==> src/hw/rtl/xt_keyboard_serial_transmitter_unit_macros.svh <==
// Assertion macros for the XT keyboard transmitter
`ifndef XT_KEYBOARD_SERIAL_TRANSMITTER_UNIT_MACROS_SVH
`define XT_KEYBOARD_SERIAL_TRANSMITTER_UNIT_MACROS_SVH

`ifndef SYNTH
`define XTKST_ASSERT_SAME(label, clk, rst, ante, cons) \
   label: assert property (@(posedge clk) disable iff (rst) (ante) |-> (cons)) \
      else $error("xtkst assertion failed");
`define XTKST_ASSERT_NEXT(label, clk, rst, ante, cons) \
   label: assert property (@(posedge clk) disable iff (rst) (ante) |=> (cons)) \
      else $error("xtkst assertion failed");
`else
`define XTKST_ASSERT_SAME(label, clk, rst, ante, cons)
`define XTKST_ASSERT_NEXT(label, clk, rst, ante, cons)
`endif

`endif

==> src/hw/rtl/xtkst_pkg.sv <==
// Types, constants and timing table of the XT keyboard transmitter
package xtkst_pkg;

   localparam int unsigned CSR_IDX_W  = 2;
   localparam int unsigned CSR_DATA_W = 16;
   localparam int unsigned TICK_W     = 16;
   localparam int unsigned WAIT_W     = 6;

   localparam logic [1:0] CMD_TICK     = 2'd0;
   localparam logic [1:0] CMD_SEND     = 2'd1;
   localparam logic [1:0] CMD_SEND_EXT = 2'd2;

   localparam logic [CSR_IDX_W-1:0] CSR_INVERT_DATA  = 2'd0;
   localparam logic [CSR_IDX_W-1:0] CSR_INVERT_CLOCK = 2'd1;
   localparam logic [CSR_IDX_W-1:0] CSR_PREFIX_GAP   = 2'd2;

   localparam logic [TICK_W-1:0] GAP_RESET   = 16'd4000;
   localparam logic [TICK_W-1:0] TICK_MAX    = 16'hFFFF;
   localparam logic [7:0]        PREFIX_BYTE = 8'hE0;

   typedef enum logic [4:0] {
      PH_IDLE  = 5'b00001,
      PH_START = 5'b00010,
      PH_BITS  = 5'b00100,
      PH_STOP  = 5'b01000,
      PH_GAP   = 5'b10000
   } phase_type;

   typedef struct packed {
      logic                  fire;
      logic [1:0]            command;
      logic [7:0]            data_byte;
      logic [TICK_W-1:0]     prefix_gap;
   } step_req_type;

   typedef struct packed {
      logic clock_active;
      logic data_active;
      logic busy;
      logic rejected;
   } step_res_type;

   // ticks to wait before the next line change
   function automatic logic [WAIT_W-1:0] step_wait(phase_type ph, logic [1:0] step);
      logic [WAIT_W-1:0] w;
      if (ph == PH_START) begin
         if (step == 2'd0)      w = 6'd5;
         else if (step == 2'd1) w = 6'd50;
         else                   w = 6'd40;
      end else if (ph == PH_BITS) begin
         if (step == 2'd0)      w = 6'd15;
         else if (step == 2'd1) w = 6'd25;
         else                   w = 6'd40;
      end else begin
         w = step[0] ? 6'd5 : 6'd30;
      end
      return w;
   endfunction

endpackage

==> src/hw/rtl/xtkst_req_if.sv <==
// Command item channel
interface xtkst_req_if;
   logic       valid;
   logic       ready;
   logic [1:0] command;
   logic [7:0] data_byte;

   modport source (output valid, command, data_byte, input ready);
   modport sink   (input valid, command, data_byte, output ready);
endinterface

==> src/hw/rtl/xtkst_rsp_if.sv <==
// Line state result item channel
interface xtkst_rsp_if;
   logic valid;
   logic ready;
   logic clock_pin;
   logic data_pin;
   logic busy_res;
   logic rejected;

   modport source (output valid, clock_pin, data_pin, busy_res, rejected, input ready);
   modport sink   (input valid, clock_pin, data_pin, busy_res, rejected, output ready);
endinterface

==> src/hw/rtl/xtkst_csr_if.sv <==
// Register write channel
interface xtkst_csr_if;
   import xtkst_pkg::*;
   logic                  valid;
   logic                  ready;
   logic [CSR_IDX_W-1:0]  index;
   logic [CSR_DATA_W-1:0] wdata;

   modport source (output valid, index, wdata, input ready);
   modport sink   (input valid, index, wdata, output ready);
endinterface

==> src/hw/rtl/xtkst_frame_fsm.sv <==
// Frame sequencer: line state, timing counter and byte shifter
`include "xt_keyboard_serial_transmitter_unit_macros.svh"
module xtkst_frame_fsm (
   input  logic                   clock,
   input  logic                   reset,
   input  xtkst_pkg::step_req_type req,
   output xtkst_pkg::step_res_type res
);
   import xtkst_pkg::*;

   phase_type         phase_ff, phase_in;
   logic [1:0]        step_ff, step_in;
   logic [TICK_W-1:0] tick_ff, tick_in;
   logic [2:0]        bit_ff, bit_in;
   logic [7:0]        shift_ff, shift_in;
   logic [7:0]        held_ff, held_in;
   logic              pending_ff, pending_in;
   logic              clk_act_ff, clk_act_in;
   logic              dat_act_ff, dat_act_in;
   logic              rej;
   logic [TICK_W-1:0] tick_inc;
   logic [WAIT_W-1:0] wait_now;

   assign tick_inc = (tick_ff == TICK_MAX) ? tick_ff : tick_ff + 16'd1;
   assign wait_now = step_wait(phase_ff, step_ff);

   always_comb begin
      phase_in   = phase_ff;
      step_in    = step_ff;
      tick_in    = tick_ff;
      bit_in     = bit_ff;
      shift_in   = shift_ff;
      held_in    = held_ff;
      pending_in = pending_ff;
      clk_act_in = clk_act_ff;
      dat_act_in = dat_act_ff;
      rej        = 1'b0;
      if (req.fire) begin
         unique case (req.command)
            CMD_TICK: begin
               if (phase_ff == PH_GAP) begin
                  tick_in = tick_inc;
                  if (tick_inc >= req.prefix_gap) begin
                     pending_in = 1'b0;
                     shift_in   = held_ff;
                     phase_in   = PH_START;
                     step_in    = 2'd0;
                     tick_in    = '0;
                     bit_in     = 3'd0;
                     clk_act_in = 1'b1;
                  end
               end else if (phase_ff != PH_IDLE) begin
                  tick_in = tick_inc;
                  if (tick_inc >= {{(TICK_W-WAIT_W){1'b0}}, wait_now}) begin
                     tick_in = '0;
                     unique case (phase_ff)
                        PH_START: begin
                           if (step_ff == 2'd0) begin
                              dat_act_in = 1'b0;
                              step_in    = 2'd1;
                           end else if (step_ff == 2'd1) begin
                              clk_act_in = 1'b0;
                              step_in    = 2'd2;
                           end else begin
                              clk_act_in = 1'b1;
                              phase_in   = PH_BITS;
                              step_in    = 2'd0;
                              bit_in     = 3'd0;
                           end
                        end
                        PH_BITS: begin
                           if (step_ff == 2'd0) begin
                              dat_act_in = ~shift_ff[bit_ff];
                              step_in    = 2'd1;
                           end else if (step_ff == 2'd1) begin
                              clk_act_in = 1'b0;
                              step_in    = 2'd2;
                           end else begin
                              clk_act_in = 1'b1;
                              step_in    = 2'd0;
                              if (bit_ff == 3'd7) begin
                                 phase_in = PH_STOP;
                                 bit_in   = 3'd0;
                              end else begin
                                 bit_in = bit_ff + 3'd1;
                              end
                           end
                        end
                        default: begin
                           if (step_ff == 2'd0) begin
                              clk_act_in = 1'b0;
                              step_in    = 2'd1;
                           end else begin
                              dat_act_in = 1'b1;
                              step_in    = 2'd0;
                              if (!pending_ff) begin
                                 phase_in = PH_IDLE;
                              end else if (req.prefix_gap == '0) begin
                                 pending_in = 1'b0;
                                 shift_in   = held_ff;
                                 phase_in   = PH_START;
                                 bit_in     = 3'd0;
                                 clk_act_in = 1'b1;
                              end else begin
                                 phase_in = PH_GAP;
                              end
                           end
                        end
                     endcase
                  end
               end
            end
            CMD_SEND, CMD_SEND_EXT: begin
               if (phase_ff != PH_IDLE) begin
                  rej = 1'b1;
               end else begin
                  phase_in   = PH_START;
                  step_in    = 2'd0;
                  tick_in    = '0;
                  bit_in     = 3'd0;
                  clk_act_in = 1'b1;
                  if (req.command == CMD_SEND) begin
                     pending_in = 1'b0;
                     shift_in   = req.data_byte;
                  end else begin
                     pending_in = 1'b1;
                     held_in    = req.data_byte;
                     shift_in   = PREFIX_BYTE;
                  end
               end
            end
            default: ;
         endcase
      end
   end

   assign res.clock_active = clk_act_in;
   assign res.data_active  = dat_act_in;
   assign res.busy         = (phase_in != PH_IDLE);
   assign res.rejected     = rej;

   always_ff @(posedge clock) begin
      if (reset) begin
         phase_ff   <= PH_IDLE;
         step_ff    <= 2'd0;
         tick_ff    <= '0;
         bit_ff     <= 3'd0;
         pending_ff <= 1'b0;
         clk_act_ff <= 1'b0;
         dat_act_ff <= 1'b1;
      end else begin
         phase_ff   <= phase_in;
         step_ff    <= step_in;
         tick_ff    <= tick_in;
         bit_ff     <= bit_in;
         pending_ff <= pending_in;
         clk_act_ff <= clk_act_in;
         dat_act_ff <= dat_act_in;
      end
   end

   always_ff @(posedge clock) begin
      shift_ff <= shift_in;
      held_ff  <= held_in;
   end

   `XTKST_ASSERT_SAME(a_rej_only_busy, clock, reset, rej, phase_ff != PH_IDLE)
   `XTKST_ASSERT_SAME(a_idle_clean, clock, reset, phase_ff == PH_IDLE,
      tick_ff == '0 && step_ff == 2'd0 && !pending_ff)
   `XTKST_ASSERT_SAME(a_step_range, clock, reset, 1'b1,
      step_ff != 2'd3 && (phase_ff != PH_STOP || step_ff != 2'd2))
   `XTKST_ASSERT_NEXT(a_send_starts, clock, reset,
      req.fire && phase_ff == PH_IDLE &&
      (req.command == CMD_SEND || req.command == CMD_SEND_EXT),
      phase_ff == PH_START && clk_act_ff)
   `XTKST_ASSERT_SAME(a_gap_pending, clock, reset, phase_ff == PH_GAP, pending_ff)

endmodule

==> src/hw/rtl/xt_keyboard_serial_transmitter_unit.sv <==
// Top level of the XT keyboard transmitter: item registers, registers, line polarity
// Each command item (a one-microsecond tick, a send or an extended send) yields one
// result item giving the clock and data line levels after that item, a busy flag and
// a flag for a send dropped because a frame or prefix gap was still running. One item
// is accepted per clock cycle while the result channel keeps up; each item passes
// through the input register, the frame sequencer and the result register.
// Registers are written through the csr channel, which is always ready; write them only
// while no items are in flight.
module xt_keyboard_serial_transmitter_unit (
   input logic       clock,
   input logic       reset,
   xtkst_req_if.sink   req_ch,
   xtkst_rsp_if.source rsp_ch,
   xtkst_csr_if.sink   csr_ch
);
   import xtkst_pkg::*;

   logic              in_valid_ff, in_valid_in;
   logic [1:0]        cmd_ff;
   logic [7:0]        byte_ff;
   logic              out_valid_ff, out_valid_in;
   logic              clk_pin_ff, dat_pin_ff, busy_ff, rej_ff;
   logic              inv_data_ff, inv_clock_ff;
   logic [TICK_W-1:0] gap_ff;
   logic              advance;
   logic              req_take;
   step_req_type      step_req;
   step_res_type      step_res;

   assign advance      = !out_valid_ff || rsp_ch.ready;
   assign req_ch.ready = !in_valid_ff || advance;
   assign req_take     = req_ch.valid && req_ch.ready;
   assign csr_ch.ready = 1'b1;

   assign in_valid_in  = req_take ? 1'b1 : (advance ? 1'b0 : in_valid_ff);
   assign out_valid_in = (in_valid_ff && advance) ? 1'b1 :
                         (rsp_ch.ready ? 1'b0 : out_valid_ff);

   assign step_req.fire       = in_valid_ff && advance;
   assign step_req.command    = cmd_ff;
   assign step_req.data_byte  = byte_ff;
   assign step_req.prefix_gap = gap_ff;

   xtkst_frame_fsm u_fsm (
      .clock (clock),
      .reset (reset),
      .req   (step_req),
      .res   (step_res)
   );

   always_ff @(posedge clock) begin
      if (reset) begin
         in_valid_ff  <= 1'b0;
         out_valid_ff <= 1'b0;
         inv_data_ff  <= 1'b0;
         inv_clock_ff <= 1'b0;
         gap_ff       <= GAP_RESET;
      end else begin
         in_valid_ff  <= in_valid_in;
         out_valid_ff <= out_valid_in;
         if (csr_ch.valid) begin
            unique case (csr_ch.index)
               CSR_INVERT_DATA:  inv_data_ff  <= csr_ch.wdata[0];
               CSR_INVERT_CLOCK: inv_clock_ff <= csr_ch.wdata[0];
               CSR_PREFIX_GAP:   gap_ff       <= csr_ch.wdata[TICK_W-1:0];
               default: ;
            endcase
         end
      end
   end

   always_ff @(posedge clock) begin
      if (req_take) begin
         cmd_ff  <= req_ch.command;
         byte_ff <= req_ch.data_byte;
      end
      if (step_req.fire) begin
         clk_pin_ff <= ~(step_res.clock_active ^ inv_clock_ff);
         dat_pin_ff <= ~(step_res.data_active ^ inv_data_ff);
         busy_ff    <= step_res.busy;
         rej_ff     <= step_res.rejected;
      end
   end

   assign rsp_ch.valid     = out_valid_ff;
   assign rsp_ch.clock_pin = clk_pin_ff;
   assign rsp_ch.data_pin  = dat_pin_ff;
   assign rsp_ch.busy_res  = busy_ff;
   assign rsp_ch.rejected  = rej_ff;

endmodule
==> src/flat_wrapper.sv <==
// flat-port wrapper written by rule: the top's interface ports become plain ports
module xt_keyboard_serial_transmitter_unit_flat import xtkst_pkg::*;
  (clock, reset, req_ch_valid, req_ch_command, req_ch_data_byte, req_ch_ready, rsp_ch_valid, rsp_ch_clock_pin, rsp_ch_data_pin, rsp_ch_busy_res, rsp_ch_rejected, rsp_ch_ready, csr_ch_valid, csr_ch_index, csr_ch_wdata, csr_ch_ready);
  xtkst_req_if req_ch_i ();
  xtkst_rsp_if rsp_ch_i ();
  xtkst_csr_if csr_ch_i ();
  input logic clock;
  input logic reset;
  input wire logic [$bits(req_ch_i.valid)-1:0] req_ch_valid;
  input wire logic [$bits(req_ch_i.command)-1:0] req_ch_command;
  input wire logic [$bits(req_ch_i.data_byte)-1:0] req_ch_data_byte;
  output wire logic [$bits(req_ch_i.ready)-1:0] req_ch_ready;
  output wire logic [$bits(rsp_ch_i.valid)-1:0] rsp_ch_valid;
  output wire logic [$bits(rsp_ch_i.clock_pin)-1:0] rsp_ch_clock_pin;
  output wire logic [$bits(rsp_ch_i.data_pin)-1:0] rsp_ch_data_pin;
  output wire logic [$bits(rsp_ch_i.busy_res)-1:0] rsp_ch_busy_res;
  output wire logic [$bits(rsp_ch_i.rejected)-1:0] rsp_ch_rejected;
  input wire logic [$bits(rsp_ch_i.ready)-1:0] rsp_ch_ready;
  input wire logic [$bits(csr_ch_i.valid)-1:0] csr_ch_valid;
  input wire logic [$bits(csr_ch_i.index)-1:0] csr_ch_index;
  input wire logic [$bits(csr_ch_i.wdata)-1:0] csr_ch_wdata;
  output wire logic [$bits(csr_ch_i.ready)-1:0] csr_ch_ready;
  assign req_ch_i.valid = req_ch_valid;
  assign req_ch_i.command = req_ch_command;
  assign req_ch_i.data_byte = req_ch_data_byte;
  assign req_ch_ready = req_ch_i.ready;
  assign rsp_ch_valid = rsp_ch_i.valid;
  assign rsp_ch_clock_pin = rsp_ch_i.clock_pin;
  assign rsp_ch_data_pin = rsp_ch_i.data_pin;
  assign rsp_ch_busy_res = rsp_ch_i.busy_res;
  assign rsp_ch_rejected = rsp_ch_i.rejected;
  assign rsp_ch_i.ready = rsp_ch_ready;
  assign csr_ch_i.valid = csr_ch_valid;
  assign csr_ch_i.index = csr_ch_index;
  assign csr_ch_i.wdata = csr_ch_wdata;
  assign csr_ch_ready = csr_ch_i.ready;
  xt_keyboard_serial_transmitter_unit u_core (.clock(clock), .reset(reset), .req_ch(req_ch_i), .rsp_ch(rsp_ch_i), .csr_ch(csr_ch_i));
endmodule
==> config.mk <==
export PLATFORM = sky130hd
export DESIGN_NAME = xt_keyboard_serial_transmitter_unit_flat
export DESIGN_NICKNAME = d
export VERILOG_FILES = /design/src/hw/rtl/xtkst_pkg.sv /design/src/hw/rtl/xtkst_req_if.sv /design/src/hw/rtl/xtkst_rsp_if.sv /design/src/hw/rtl/xtkst_csr_if.sv /design/src/hw/rtl/xtkst_frame_fsm.sv /design/src/hw/rtl/xt_keyboard_serial_transmitter_unit.sv /design/src/flat_wrapper.sv
export VERILOG_INCLUDE_DIRS = /design/src /design/src/hw/rtl
export SDC_FILE = /design/constraint.sdc
export NUM_CORES = 1
export LEC_CHECK = 0
export BUFFER_PORTS_ARGS = -buffer_cell sky130_fd_sc_hd__buf_4
export CAP_MARGIN = 40
export CORE_UTILIZATION = 58
export CTS_BUF_LIST = sky130_fd_sc_hd__clkbuf_16
export DETAILED_ROUTE_END_ITERATION = 12
export GPL_ROUTABILITY_DRIVEN = 1
export HOLD_SLACK_MARGIN = 0.06
export PLACE_DENSITY = 0.87
export SYNTH_ARGS = -nofsm -noshare
export SYNTH_HDL_FRONTEND = slang
export SYNTH_SLANG_ARGS = --single-unit
==> constraint.sdc <==
create_clock -name clock -period 4.8 [get_ports clock]
set_clock_uncertainty 0.1 [all_clocks]
set_input_delay 0.48 -clock clock [delete_from_list [all_inputs] [get_ports clock]]
set_output_delay 0.48 -clock clock [all_outputs]
set_load 0.02 [all_outputs]
# Word level (Yosys, flattened, before mapping)
# Index checks and enable logic that the tools add are counted.
[totals] ff_bits=79
[op_classes] n_addsub=2 magnitude_cmp=3 n_eq_ne=24 mux=106 bitwise_logic=7 n_reduce_logical=24
[op_table] operator="$mux W16" n=6
[op_table] operator="$mux W5" n=16
[op_table] operator="$mux W8" n=10
[op_table] operator="$mux W3" n=13
[op_table] operator="$mux W1" n=37
[op_table] operator="$pmux W16 S2" n=1
[op_table] operator="$mux W6" n=5
[op_table] operator="$ne A3 B3 Y1 const B" n=7
[op_table] operator="$pmux W5 S2" n=2
[op_table] operator="$add A16 B1 Y16 const B" n=1
[op_table] operator="$eq A16 B16 Y1 const B" n=1
[op_table] operator="$ge A16 B16 Y1" n=1
[op_table] operator="$ge A16 B6 Y1" n=1
[op_table] operator="$logic_not A16 Y1" n=1
[op_table] operator="$mux W2" n=8
[op_table] operator="$pmux W8 S2" n=1
[op_table] operator="$pmux W3 S2" n=2
[op_table] operator="$reduce_and A11 Y1" n=1
[op_table] operator="$ne A5 B1 Y1 const B" n=2
[op_table] operator="$ne A5 B5 Y1 const B" n=2
[op_table] operator="$reduce_and A10 Y1" n=1
[op_table] operator="$ne A4 B4 Y1 const B" n=2
[op_table] operator="$reduce_and A4 Y1" n=2
[op_table] operator="$reduce_and A8 Y1" n=1
[op_table] operator="22 further kinds" n=42

# Depth between registers and ports, before layout
# Gate-level depths: netlist of run 1.
[depth] depth_word=13 ltp_mapped=18 mapped_depth_nobuf=15

# By module
# A second synthesis of run 1 with hierarchy kept.
[unflattened] hier_cells=548 area_unflattened_um2=4894.7
[by_module_without_submodules] module="xtkst_frame_fsm" n_inst=1 cells_each=441 area_per_inst_um2=3567.2 seq_area_each_um2=1061.0
[by_module_without_submodules] module="xt_keyboard_serial_transmitter_unit" n_inst=1 cells_each=107 area_per_inst_um2=1327.5 seq_area_each_um2=820.8

# Least setup slack after synthesis of run 1
# Ideal clock, no wire load.
[synth_timing] path_type="flip-flop to flip-flop" from="reg u_core.u_fsm.tick_ff[0]" to="reg u_core.busy_ff (netlist: u_core.rsp_ch.busy_res), data pin" setup_time_ns=0.271 t_arrival_ns=3.577 required_time_ns=4.429 path_slack_ns=0.852 path_stages_with_launch=15 path_buffers=0 synth_period_minus_slack_ns=3.948 cell_sequence="dfxtp_1 ha_1 nand4_1 nor2_1 nand2_1 mux2_2 ha_1 a21o_1 a211o_1 o2111ai_1 nand4b_1 or2_1 mux2_1 a211oi_2 nand4_1"
[synth_rtl] element="start, declared" line_no="xtkst_frame_fsm.sv:13" rtl="logic [TICK_W-1:0] tick_ff, tick_in;"
[synth_rtl] element="start signal, assigned" line_no="xtkst_frame_fsm.sv:154" rtl="tick_ff <= tick_in;"
[synth_rtl] element="end signal, assigned" line_no="xt_keyboard_serial_transmitter_unit.sv:80" rtl="busy_ff <= step_res.busy;"
[synth_rtl] element="end, declared" line_no="xt_keyboard_serial_transmitter_unit.sv:22" rtl="logic clk_pin_ff, dat_pin_ff, busy_ff, rej_ff;"

==> results of run 1 <==
==> where the power goes <==
part | switching, mW | total (mW) | internal [mW]
clock | 0.302 | 0.716 | 0.414
sequential | 0.0147 | 0.735 | 0.721
combinational | 0.0844 | 0.145 | 0.0603
total | 0.401 | 1.60 | 1.19
==> cell type report <==
class | count | area (um2)
multi-input combinational | 401 | 2504
fill | 635 | 2436
sequential | 79 | 1882
timing repair buffer | 44 | 330.3
clock buffer | 9 | 225.2
tap | 102 | 127.6
inverter | 26 | 97.59
clock inverter | 7 | 85.08
==> per-stage QoR <==
stage / power, mW / area, um2
2_1_floorplan: 0.8424 / 4596
3_3_place_gp: 0.8852 / 4913
3_5_place_dp: 0.8916 / 4913
4_1_cts: 1.599 / 5224
5_1_grt: 1.645 / 5251
6_report: 1.596 / 5251
==> synthesized netlist by cell type (all sizes together) (10+ instances only) <==
| cell | count | share of area |
|---|---|---|
| nand2 | 70 | 0.057 |
| a21oi | 54 | 0.060 |
| nor2 | 52 | 0.042 |
| dfxtp | 49 | 0.21 |
| edfxtp | 30 | 0.20 |
| ha | 28 | 0.076 |
| nand3 | 27 | 0.030 |
| inv | 26 | 0.021 |
| clkbuf | 22 | 0.018 |
| o21ai | 19 | 0.021 |
| nand4 | 10 | 0.014 |
| nor4 | 10 | 0.014 |
==> final timing paths <==
kind	startpoint	end	cells past startpoint
max reg2reg	u_core.u_fsm.tick_ff[0]$_SDFFE_PP0P_	u_core.rsp_ch.busy_res$_DFFE_PP_	13
min reg2reg	u_core.byte_ff[1]$_DFFE_PP_	u_core.u_fsm.held_ff[1]$_DFFE_PP_	0
min	req_ch_data_byte[3]	u_core.byte_ff[3]$_DFFE_PP_	1
max	u_core.u_fsm.tick_ff[0]$_SDFFE_PP0P_	u_core.rsp_ch.busy_res$_DFFE_PP_	13
==> worst register-to-register path: stages, from the launching register on <==
cell and delay [ps]:
dfxtp_1 450, ha_1 280, nand4_1 230, nor4_1 490, mux2_2 440, ha_1 300
nand4_1 90, nor2_1 140, o211ai_1 110, o21bai_1 590, o211ai_1 260, and3_1 240
a2111oi_0 400, nand4_1 160
==> sequential cells by signal, summed over array words and instances, names as in the netlist <==
name / flops
u_core.inv_clock_ff: 1
u_core.cmd_ff: 2
u_core.u_fsm.step_ff: 2
u_core.rsp_ch.data_pin: 1
u_core.u_fsm.held_ff: 8
u_core.u_fsm.tick_ff: 16
u_core.byte_ff: 8
u_core.inv_data_ff: 1
u_core.u_fsm.dat_act_ff: 1
u_core.rsp_ch.clock_pin: 1
u_core.u_fsm.bit_ff: 3
u_core.u_fsm.pending_ff: 1
u_core.u_fsm.shift_ff: 8
u_core.u_fsm.phase_ff: 5
u_core.rsp_ch.busy_res: 1
u_core.u_fsm.clk_act_ff: 1
u_core.in_valid_ff: 1
u_core.gap_ff: 16
u_core.rsp_ch.rejected: 1
u_core.rsp_ch.valid: 1
==> cells in the final DEF, fill, tap and decap left out, types with 9 or more instances in the layout <==
master      n
nand2_1    69
a21oi_1    53
nor2_1     51
dfxtp_1    49
buf_4      44
edfxtp_1   30
ha_1       28
inv_1      26
nand3_1    26
o21ai_0    18
nand4_1    10
nor4_1     10
clkbuf_16   9
==> per-layer routing <==
layer | track usage | part of all wire | up-vias
met5 | 0 | 0 | -
met2 | 0.4899 | 0.50 | 179
met4 | 0.1323 | 0.033 | 0
met1 | 0.3389 | 0.40 | 1923
li1 | - | - | 1970
met3 | 0.07203 | 0.067 | 37
==> what timing repair did <==
item | CTS | global route
endpoints found under the hold margin | 0 | 0
endpoints found under the setup margin | 0 | 26
buffers inserted | 0 | 3
gates resized for setup | 0 | 2
==> cells by family (layout without fill, tap and decap cells) <==
family / Yosys count / after routing
XOR/XNOR: 11 / 11
buffers and inverters: 53 / 86
AND/OR/NAND/NOR: 227 / 227
other: 1 / 1
multiplexers: 12 / 12
AO/OA/AOI/OAI: 122 / 122
adder cells (fa/ha/maj): 28 / 28
flip-flops: 79 / 79
==> results.cfg, run 1 <==
[setup_path]
worstPathArrival_ps = 4500
crit_path_max_fanout = 9
worst_setup_path_end_kind = flop
cp-start-kind = flop
worstPathCellList = ha_1, nand4_1, nor4_1, mux2_2, ha_1, nand4_1, nor2_1, o211ai_1, o21bai_1, o211ai_1, and3_1, a2111oi_0, nand4_1
crit_path_frequent_cell = nand4_1
cp_slowest_cell = o21bai_1
cp_num_buf_inv = 0
cp_top_family = compound AO/OA/AOI/OAI gates
cp_data_required_time_ps = 4770
ff2ff_setup_slack_ps = 260
max_stage_delay_ps = 590
crit_type = reg2reg

[route]
drc = 0
final_antenna_net_count = 0
via_per_inst = 6.151
firstDrtPassIters = 5
num_vias = 4109
wl_mm = 11.34
wl_per_cell_um = 16.97
drt_iter0_markers = 274

[placement]
place_ws_ps = 253.7
dpl.cell_count = 649
hpwl_mm = 8.134
gp_congestion = 0.9530
port_buffers = 38

[timing]
rsz0062_at_grt = no
finalMaxSlewViolations = 0
maxSlewHeadroom = 0.5187
hold_slack_ps = 216.0
fin_crit_sh = 0.9450
setup_ws_ps = 264.1
setup_viol = 0
worstMarginPinSlew_ps = 720.5
period_needed_ps = 4536
fmax_mhz = 220.5
final_hold_viol_count = 0
totalNegativeSetupSlack_ps = 0

[floorplan]
core_um2 = 7687
die_h_um = 91.02
rows = 32
fp.dieW_um = 91.02
initial_core_util = 0.5978
num_io_pins = 40
die_area_um2 = 8284

[synth]
synthCells = 533
syn-num-nets = 594
synth-adder-area-share = 0.07623
synthSimpleGateAreaFrac = 0.2409
synth_xor_area_frac = 0.02096
synth_edf_count = 30
ys_async_sr_fraction = 0
ys_warn_count = 0
syn_area_um2 = 4596
synth_ff_type = dfxtp_1
netlist-cell-type-count = 66
ys_ff_latch = 79
syn_avg_cell_area_um2 = 8.622
yosysSeqAreaShare = 0.4095
synth_top_family_by_area = simple AND/OR/NAND/NOR gates
synthMuxAreaShare = 0.03322
synth_compound_area_frac = 0.1715

[finish]
area_delta_synth_final_pct = 14.27
fin_util = 0.6831
drive_above_1_share = 0.1360
finalNonFillerCells = 668
antennaDiodeCount = 0
fin_nets = 622

[run_status]
status = complete, no violations

[cts]
cts.hold.buffers_added = 0
root_buffer = clkbuf_16
cts_tree = built
htree_levels = 3
cts_buffer_depth = 2
clk_pin_slew_ps = 60
cts_inserted_buffers = 9
clk_latency_ps = 340
cts.sinks = 79

[power_and_ir_drop]
ir_worst_vdd_mv = 0.2313
power_density_nw_per_um2 = 304.0
leakage_nw = 2.071

[global_route]
antenna_found_initial = 0
grt_pass1_vias = 4060
grt_pass1_wl_mm = 18.86
grt_usage = 0.2869
gr-total-overflow = 0
grt_max_degree = 52

[job]
cap_violations = 0

[min_path]
hold_class = in2reg
Power figures use the tool's default switching activity.
==> run 2: changes to the inputs <==
- CORE_UTILIZATION: 58 -> 50
- PLACE_DENSITY: 0.87 -> 0.78
==> results.cfg, run 2 (synthesized netlist as in run 1, its figures left out) <==
[min_path]
min_to = u_core.byte_ff[3]$_DFFE_PP_
min_from = req_ch_data_byte[3]
hold_class = in2reg
hold_path_depth = 1

[timing]
fin_crit_sh = 0.9093
final_hold_viol_count = 0
hold_slack_ps = 220.7
maxSlewHeadroom = 0.5235
worstMarginPinSlew_ps = 714.7
setup_viol = 0
finalMaxSlewViolations = 0
totalNegativeSetupSlack_ps = 0
fmax_mhz = 229.1
rsz0062_at_grt = no
period_needed_ps = 4364

[cts]
cts_setup_buffers = 0
cts_inserted_buffers = 9
ctsResizeCount = 0
clk_pin_slew_ps = 60
cts_buffer_depth = 2
cts_tree = built
htree_levels = 3
root_buffer = clkbuf_16
cts.sinks = 79
clk_latency_ps = 330
cts.hold.buffers_added = 0

[setup_path]
worst_setup_path_end_kind = flop
rr_endpoint = u_core.rsp_ch.busy_res$_DFFE_PP_
cp_data_required_time_ps = 4760
r2r_cells = 16
crit_type = reg2reg
cp-start-kind = flop
ff2ff_setup_slack_ps = 440
r2r-start = u_core.u_fsm.tick_ff[0]$_SDFFE_PP0P_
crit_path_max_fanout = 9
worstPathArrival_ps = 4320

[floorplan]
fp.dieW_um = 97.87
core_um2 = 8806
die_h_um = 97.87
initial_core_util = 0.5219
rows = 34
die_area_um2 = 9579
num_io_pins = 40

[global_route]
grt_usage = 0.2300
use_met1 = 0.3302
antenna_found_initial = 0
grt_pass1_wl_mm = 17.84
grt_util_met3 = 0.04152
grt_pass1_vias = 3642
grt_max_degree = 52
gr-total-overflow = 0
met2_usage = 0.3516
top_usage_layer = met2

[finish]
fin_nets = 619
antennaDiodeCount = 0
finalInstanceArea_um2 = 5196
drive_above_1_share = 0.1297
largest_registers = u_core.gap_ff: 16 flops, u_core.u_fsm.tick_ff: 16 flops
final_cell_mix = nand2_1, a21oi_1, nor2_1
final_common_cell = nand2_1
area_delta_synth_final_pct = 13.07
finalNonFillerCells = 671

[route]
firstDrtPassIters = 5
drt_iter0_markers = 259
wl_per_cell_um = 16.02
wl_mm = 10.75
drc = 0
via_per_inst = 5.937
final_antenna_net_count = 0
num_vias = 3984

[power_and_ir_drop]
seq_power_share = 0.493
leakage_nw = 2.046
switching_share = 0.2438
p_clk_frac = 0.409
p_comb_frac = 0.097
power_density_nw_per_um2 = 287.2
power_mw = 1.492
p_switching_mw = 0.3639
ir_worst_vdd_mv = 0.2139
internal_power_mw = 1.128

[placement]
dpl_cell_area_um2 = 4921
gp_congestion = 0.9667
port_buffers = 38
hpwl_mm = 7.834
dpl.cell_count = 655

[job]
cap_violations = 0

[run_status]
status = complete, no violations
==> run 2: cell types whose count changed in the layout (fill, tap and decap cells not counted), sizes merged <==
cell,delta
buf,-3
bufinv,-1
clkinv,+2
clkinvlp,-1
==> run 2: layout make-up <==
type                            instances  area [um2]
Clock buffer                            9       225.2
Sequential cell                        79        1882
Multi-Input combinational cell        401        2507
Fill cell                             774        3610
Inverter                               26       97.59
Tap cell                              108       135.1
Timing Repair Buffer                   41       307.8
Clock inverter                          7       41.29
==> run 2: power groups by stage <==
stage	sequential [mW]	combinational [mW]	clock, mW
after detailed placement	0.750	0.143	0
after global placement	0.749	0.140	0
final	0.736	0.145	0.611
after global routing	0.738	0.161	0.648
after floorplan	0.748	0.0942	0
after CTS	0.736	0.144	0.619
==> run 2: critical path: stages, from the launching register on <==
cell and delay [ps]:
dfxtp_1 440, ha_1 270, nand4_1 210, nor2_2 240, nand2_1 250, xnor2_1 300, ha_1 270, nand2b_1 140
a21o_1 180, a211o_1 280, o2111ai_1 110, nand4b_1 190, buf_4 210, nor2_1 200, nor4_1 120, a2111oi_0 440
nand4_1 150
==> run 2: how the worst max path moves through the flow <==
stage	endpoint	cells past startpoint	from
5_1_grt	u_core.rsp_ch.busy_res$_DFFE_PP_	16	u_core.u_fsm.tick_ff[0]$_SDFFE_PP0P_
2_1_floorplan	u_core.rsp_ch.busy_res$_DFFE_PP_	14	u_core.u_fsm.tick_ff[0]$_SDFFE_PP0P_
6_report	u_core.rsp_ch.busy_res$_DFFE_PP_	16	u_core.u_fsm.tick_ff[0]$_SDFFE_PP0P_
3_5_place_dp	u_core.u_fsm.shift_ff[6]$_DFFE_PP_	13	u_core.u_fsm.tick_ff[0]$_SDFFE_PP0P_
4_1_cts	u_core.u_fsm.shift_ff[0]$_DFFE_PP_	13	u_core.u_fsm.tick_ff[0]$_SDFFE_PP0P_
3_3_place_gp	u_core.rsp_ch.busy_res$_DFFE_PP_	15	u_core.u_fsm.tick_ff[0]$_SDFFE_PP0P_
==> run 2: per-stage QoR <==
step / setup WS [ps] / util
floorplan: 852.1 / -
finish: 435.6 / 0.5901
CTS: 343.1 / 0.5891
global route: 36.50 / 0.5901
detailed placement: 360.3 / 0.5588
global placement: 536.4 / 0.5588
==> run 2: routing by layer <==
metal | share of wire | vias up
met2 | 0.46 | 140
met1 | 0.47 | 1858
li1 | - | 1969
met4 | 0.017 | 0
met5 | 0 | -
met3 | 0.049 | 17
==> run 3: changes to the inputs <==
- PLACE_DENSITY: 0.78 -> 0.77
- SYNTH_HIERARCHICAL: unset -> 1
==> results.cfg, run 3 <==
[route]
via_per_inst = 6.139
firstDrtPassIters = 6
drt_iter0_markers = 484
num_vias = 4328
final_antenna_net_count = 0
drc = 0
wl_per_cell_um = 16.58
wl_mm = 11.69

[floorplan]
num_io_pins = 40
core_um2 = 9371
initial_core_util = 0.5223
die_h_um = 100.9
fp.dieW_um = 100.9
die_area_um2 = 10190
rows = 35

[synth]
synth.most_common_cell = nand2_1
synth_edf_count = 30
synth_common_cells = nand2_1, dfxtp_1, nor2_1, a21oi_1, nand2b_1
yosys.area.top_type = dfxtp_1
ys_async_sr_fraction = 0
ys_warn_count = 6
netlist-cell-type-count = 69
yosysSeqAreaShare = 0.3845
synthCells = 548
ys_ff_latch = 79
synth_top_area_frac = 0.2004
synthTopCellsByArea = dfxtp_1, edfxtp_1, ha_1, mux2i_1, nand2_1
syn_avg_cell_area_um2 = 8.932
syn-num-nets = 609
syn_area_um2 = 4895
synth_ff_type = dfxtp_1

[cts]
cts_inserted_buffers = 9
ctsResizeCount = 0
clk_latency_ps = 330
cts.sinks = 79
cts_setup_buffers = 0
cts_buffer_depth = 2
cts_tree = built
clk_pin_slew_ps = 70
htree_levels = 3
root_buffer = clkbuf_16
cts.hold.buffers_added = 0

[job]
cap_violations = 0

[min_path]
min_from = req_ch_data_byte[3]
hold_path_depth = 1
hold_class = in2reg
min_to = u_core/byte_ff[3]$_DFFE_PP_

[timing]
finalMaxSlewViolations = 0
totalNegativeSetupSlack_ps = 0
maxSlewHeadroom = 0.4483
final_hold_viol_count = 0
fmax_mhz = 224.8
setup_viol = 0
period_needed_ps = 4449
worstMarginPinSlew_ps = 822.5
rsz0062_at_grt = no
fin_crit_sh = 0.9268

[placement]
port_buffers = 38
hpwl_mm = 8.334
gp_congestion = 0.9304

[global_route]
grt_max_degree = 67
gr-total-overflow = 0
grt_pass1_vias = 4047
grt_pass1_wl_mm = 19.30
grt_usage = 0.2410
antenna_found_initial = 0

[power_and_ir_drop]
internal_power_mw = 1.145
power_density_nw_per_um2 = 279.4
ir_worst_vdd_mv = 0.2727
power_mw = 1.542
p_switching_mw = 0.3972
leakage_nw = 2.132
seq_power_share = 0.475
p_clk_frac = 0.435
switching_share = 0.2575
p_comb_frac = 0.090

[setup_path]
rr_endpoint = u_core/rsp_ch.busy_res$_DFFE_PP_
cp-start-kind = flop
cp_slowest_cell = dfxtp_1
cp_data_required_time_ps = 4760
crit_path_max_fanout = 10
max_stage_delay_ps = 540
worstPathArrival_ps = 4410
r2r-start = u_core/u_fsm/tick_ff[11]$_SDFFE_PP0P_
worstPathCellList = nand4_1, nor3_1, and2_0, nor2_1, and3_1, xor2_1, ha_1, a21oi_1, nand4bb_1, o31ai_1, mux2_2, a222oi_1, nand4_1
worst_setup_path_end_kind = flop
crit_type = reg2reg
crit_path_frequent_cell = nand4_1
r2r_cells = 13
ff2ff_setup_slack_ps = 350

[run_status]
status = complete, no violations

[finish]
largest_registers = u_core/gap_ff: 16 flops, u_core/u_fsm/tick_ff: 16 flops
area_delta_synth_final_pct = 12.81
final_cell_mix = nand2_1, dfxtp_1, nor2_1
drive_above_1_share = 0.1372
antennaDiodeCount = 0
final_common_cell = nand2_1
fin_nets = 632
==> run 3: worst max path at each step <==
stage / cells past startpoint / slack [ps] / startpoint / to
after CTS: 15 / 370 / u_core/u_fsm/tick_ff[11]$_SDFFE_PP0P_ / u_core/u_fsm/shift_ff[1]$_DFFE_PP_
after detailed placement: 15 / 370 / u_core/u_fsm/tick_ff[11]$_SDFFE_PP0P_ / u_core/u_fsm/shift_ff[3]$_DFFE_PP_
after global placement: 15 / 490 / u_core/u_fsm/tick_ff[11]$_SDFFE_PP0P_ / u_core/u_fsm/shift_ff[2]$_DFFE_PP_
after floorplan: 15 / 600 / u_core/u_fsm/tick_ff[11]$_SDFFE_PP0P_ / u_core/u_fsm/shift_ff[0]$_DFFE_PP_
final: 13 / 350 / u_core/u_fsm/tick_ff[11]$_SDFFE_PP0P_ / u_core/rsp_ch.busy_res$_DFFE_PP_
after global routing: 14 / 70 / u_core/u_fsm/tick_ff[0]$_SDFFE_PP0P_ / u_core/rsp_ch.busy_res$_DFFE_PP_
==> run 3: cell type report <==
| cell class | instances | area [um2] |
|---|---|---|
| Multi-Input combinational cell | 410 | 2738 |
| Tap cell | 129 | 161.4 |
| Clock inverter | 7 | 75.07 |
| Inverter | 26 | 97.59 |
| Clock buffer | 9 | 225.2 |
| Sequential cell | 79 | 1882 |
| Fill cell | 807 | 3850 |
| Timing Repair Buffer | 45 | 342.8 |
==> run 3: cell families (layout without fill, tap and decap cells) <==
kind of cell	count (synthesis)	in the layout	synth area share
compound gates	104	104	0.1429
buf+inv	59	87	0.05624
xor+xnor	11	11	0.01968
mux	30	30	0.06748
flops	79	79	0.3845
other cells	1	1	0.0007661
simple gates	236	236	0.2569
fa+ha+maj	28	28	0.07158
==> run 3: power by group through the flow <==
stage	sequential (mW)	clock (mW)	combinational, mW
finish	0.732	0.671	0.139
global placement	0.746	0	0.133
floorplan	0.744	0	0.0915
detailed placement	0.746	0	0.136
CTS	0.732	0.680	0.137
global route	0.734	0.707	0.151
==> run 3: critical path, delay by kind of cell, from the launching register on <==
family / cells / cell delay (ps)
XOR/XNOR: 1 / 250
AND/OR/NAND/NOR: 7 / 1620
multiplexers: 1 / 400
flip-flops: 1 / 540
AO/OA/AOI/OAI: 3 / 970
adder cells (fa/ha/maj): 1 / 300
==> run 3: metrics by stage <==
stage | hold WS [ps] | setup slack [ps] | std cells | area (um2) | utilization
after floorplan | 327.3 | 604.4 | 548 | 4895 | -
final | 215.0 | 351.2 | 705 | 5522 | 0.5892
after detailed placement | 348.2 | 369.5 | 689 | 5221 | 0.5571
after CTS | 209.5 | 371.6 | 705 | 5522 | 0.5892
after global placement | 342.6 | 488.0 | 687 | 5201 | 0.5550
after global routing | 199.9 | 72.96 | 705 | 5522 | 0.5892
==> run 3: layer usage <==
layer  vias to the layer above  global-route usage  routed length, um
met5                         -                   0                  0
met4                         0              0.1026                289
met3                        34             0.04438                945
met2                       231              0.3699               5243
met1                      2015              0.3329               5211
li1                       2048                   -                  -
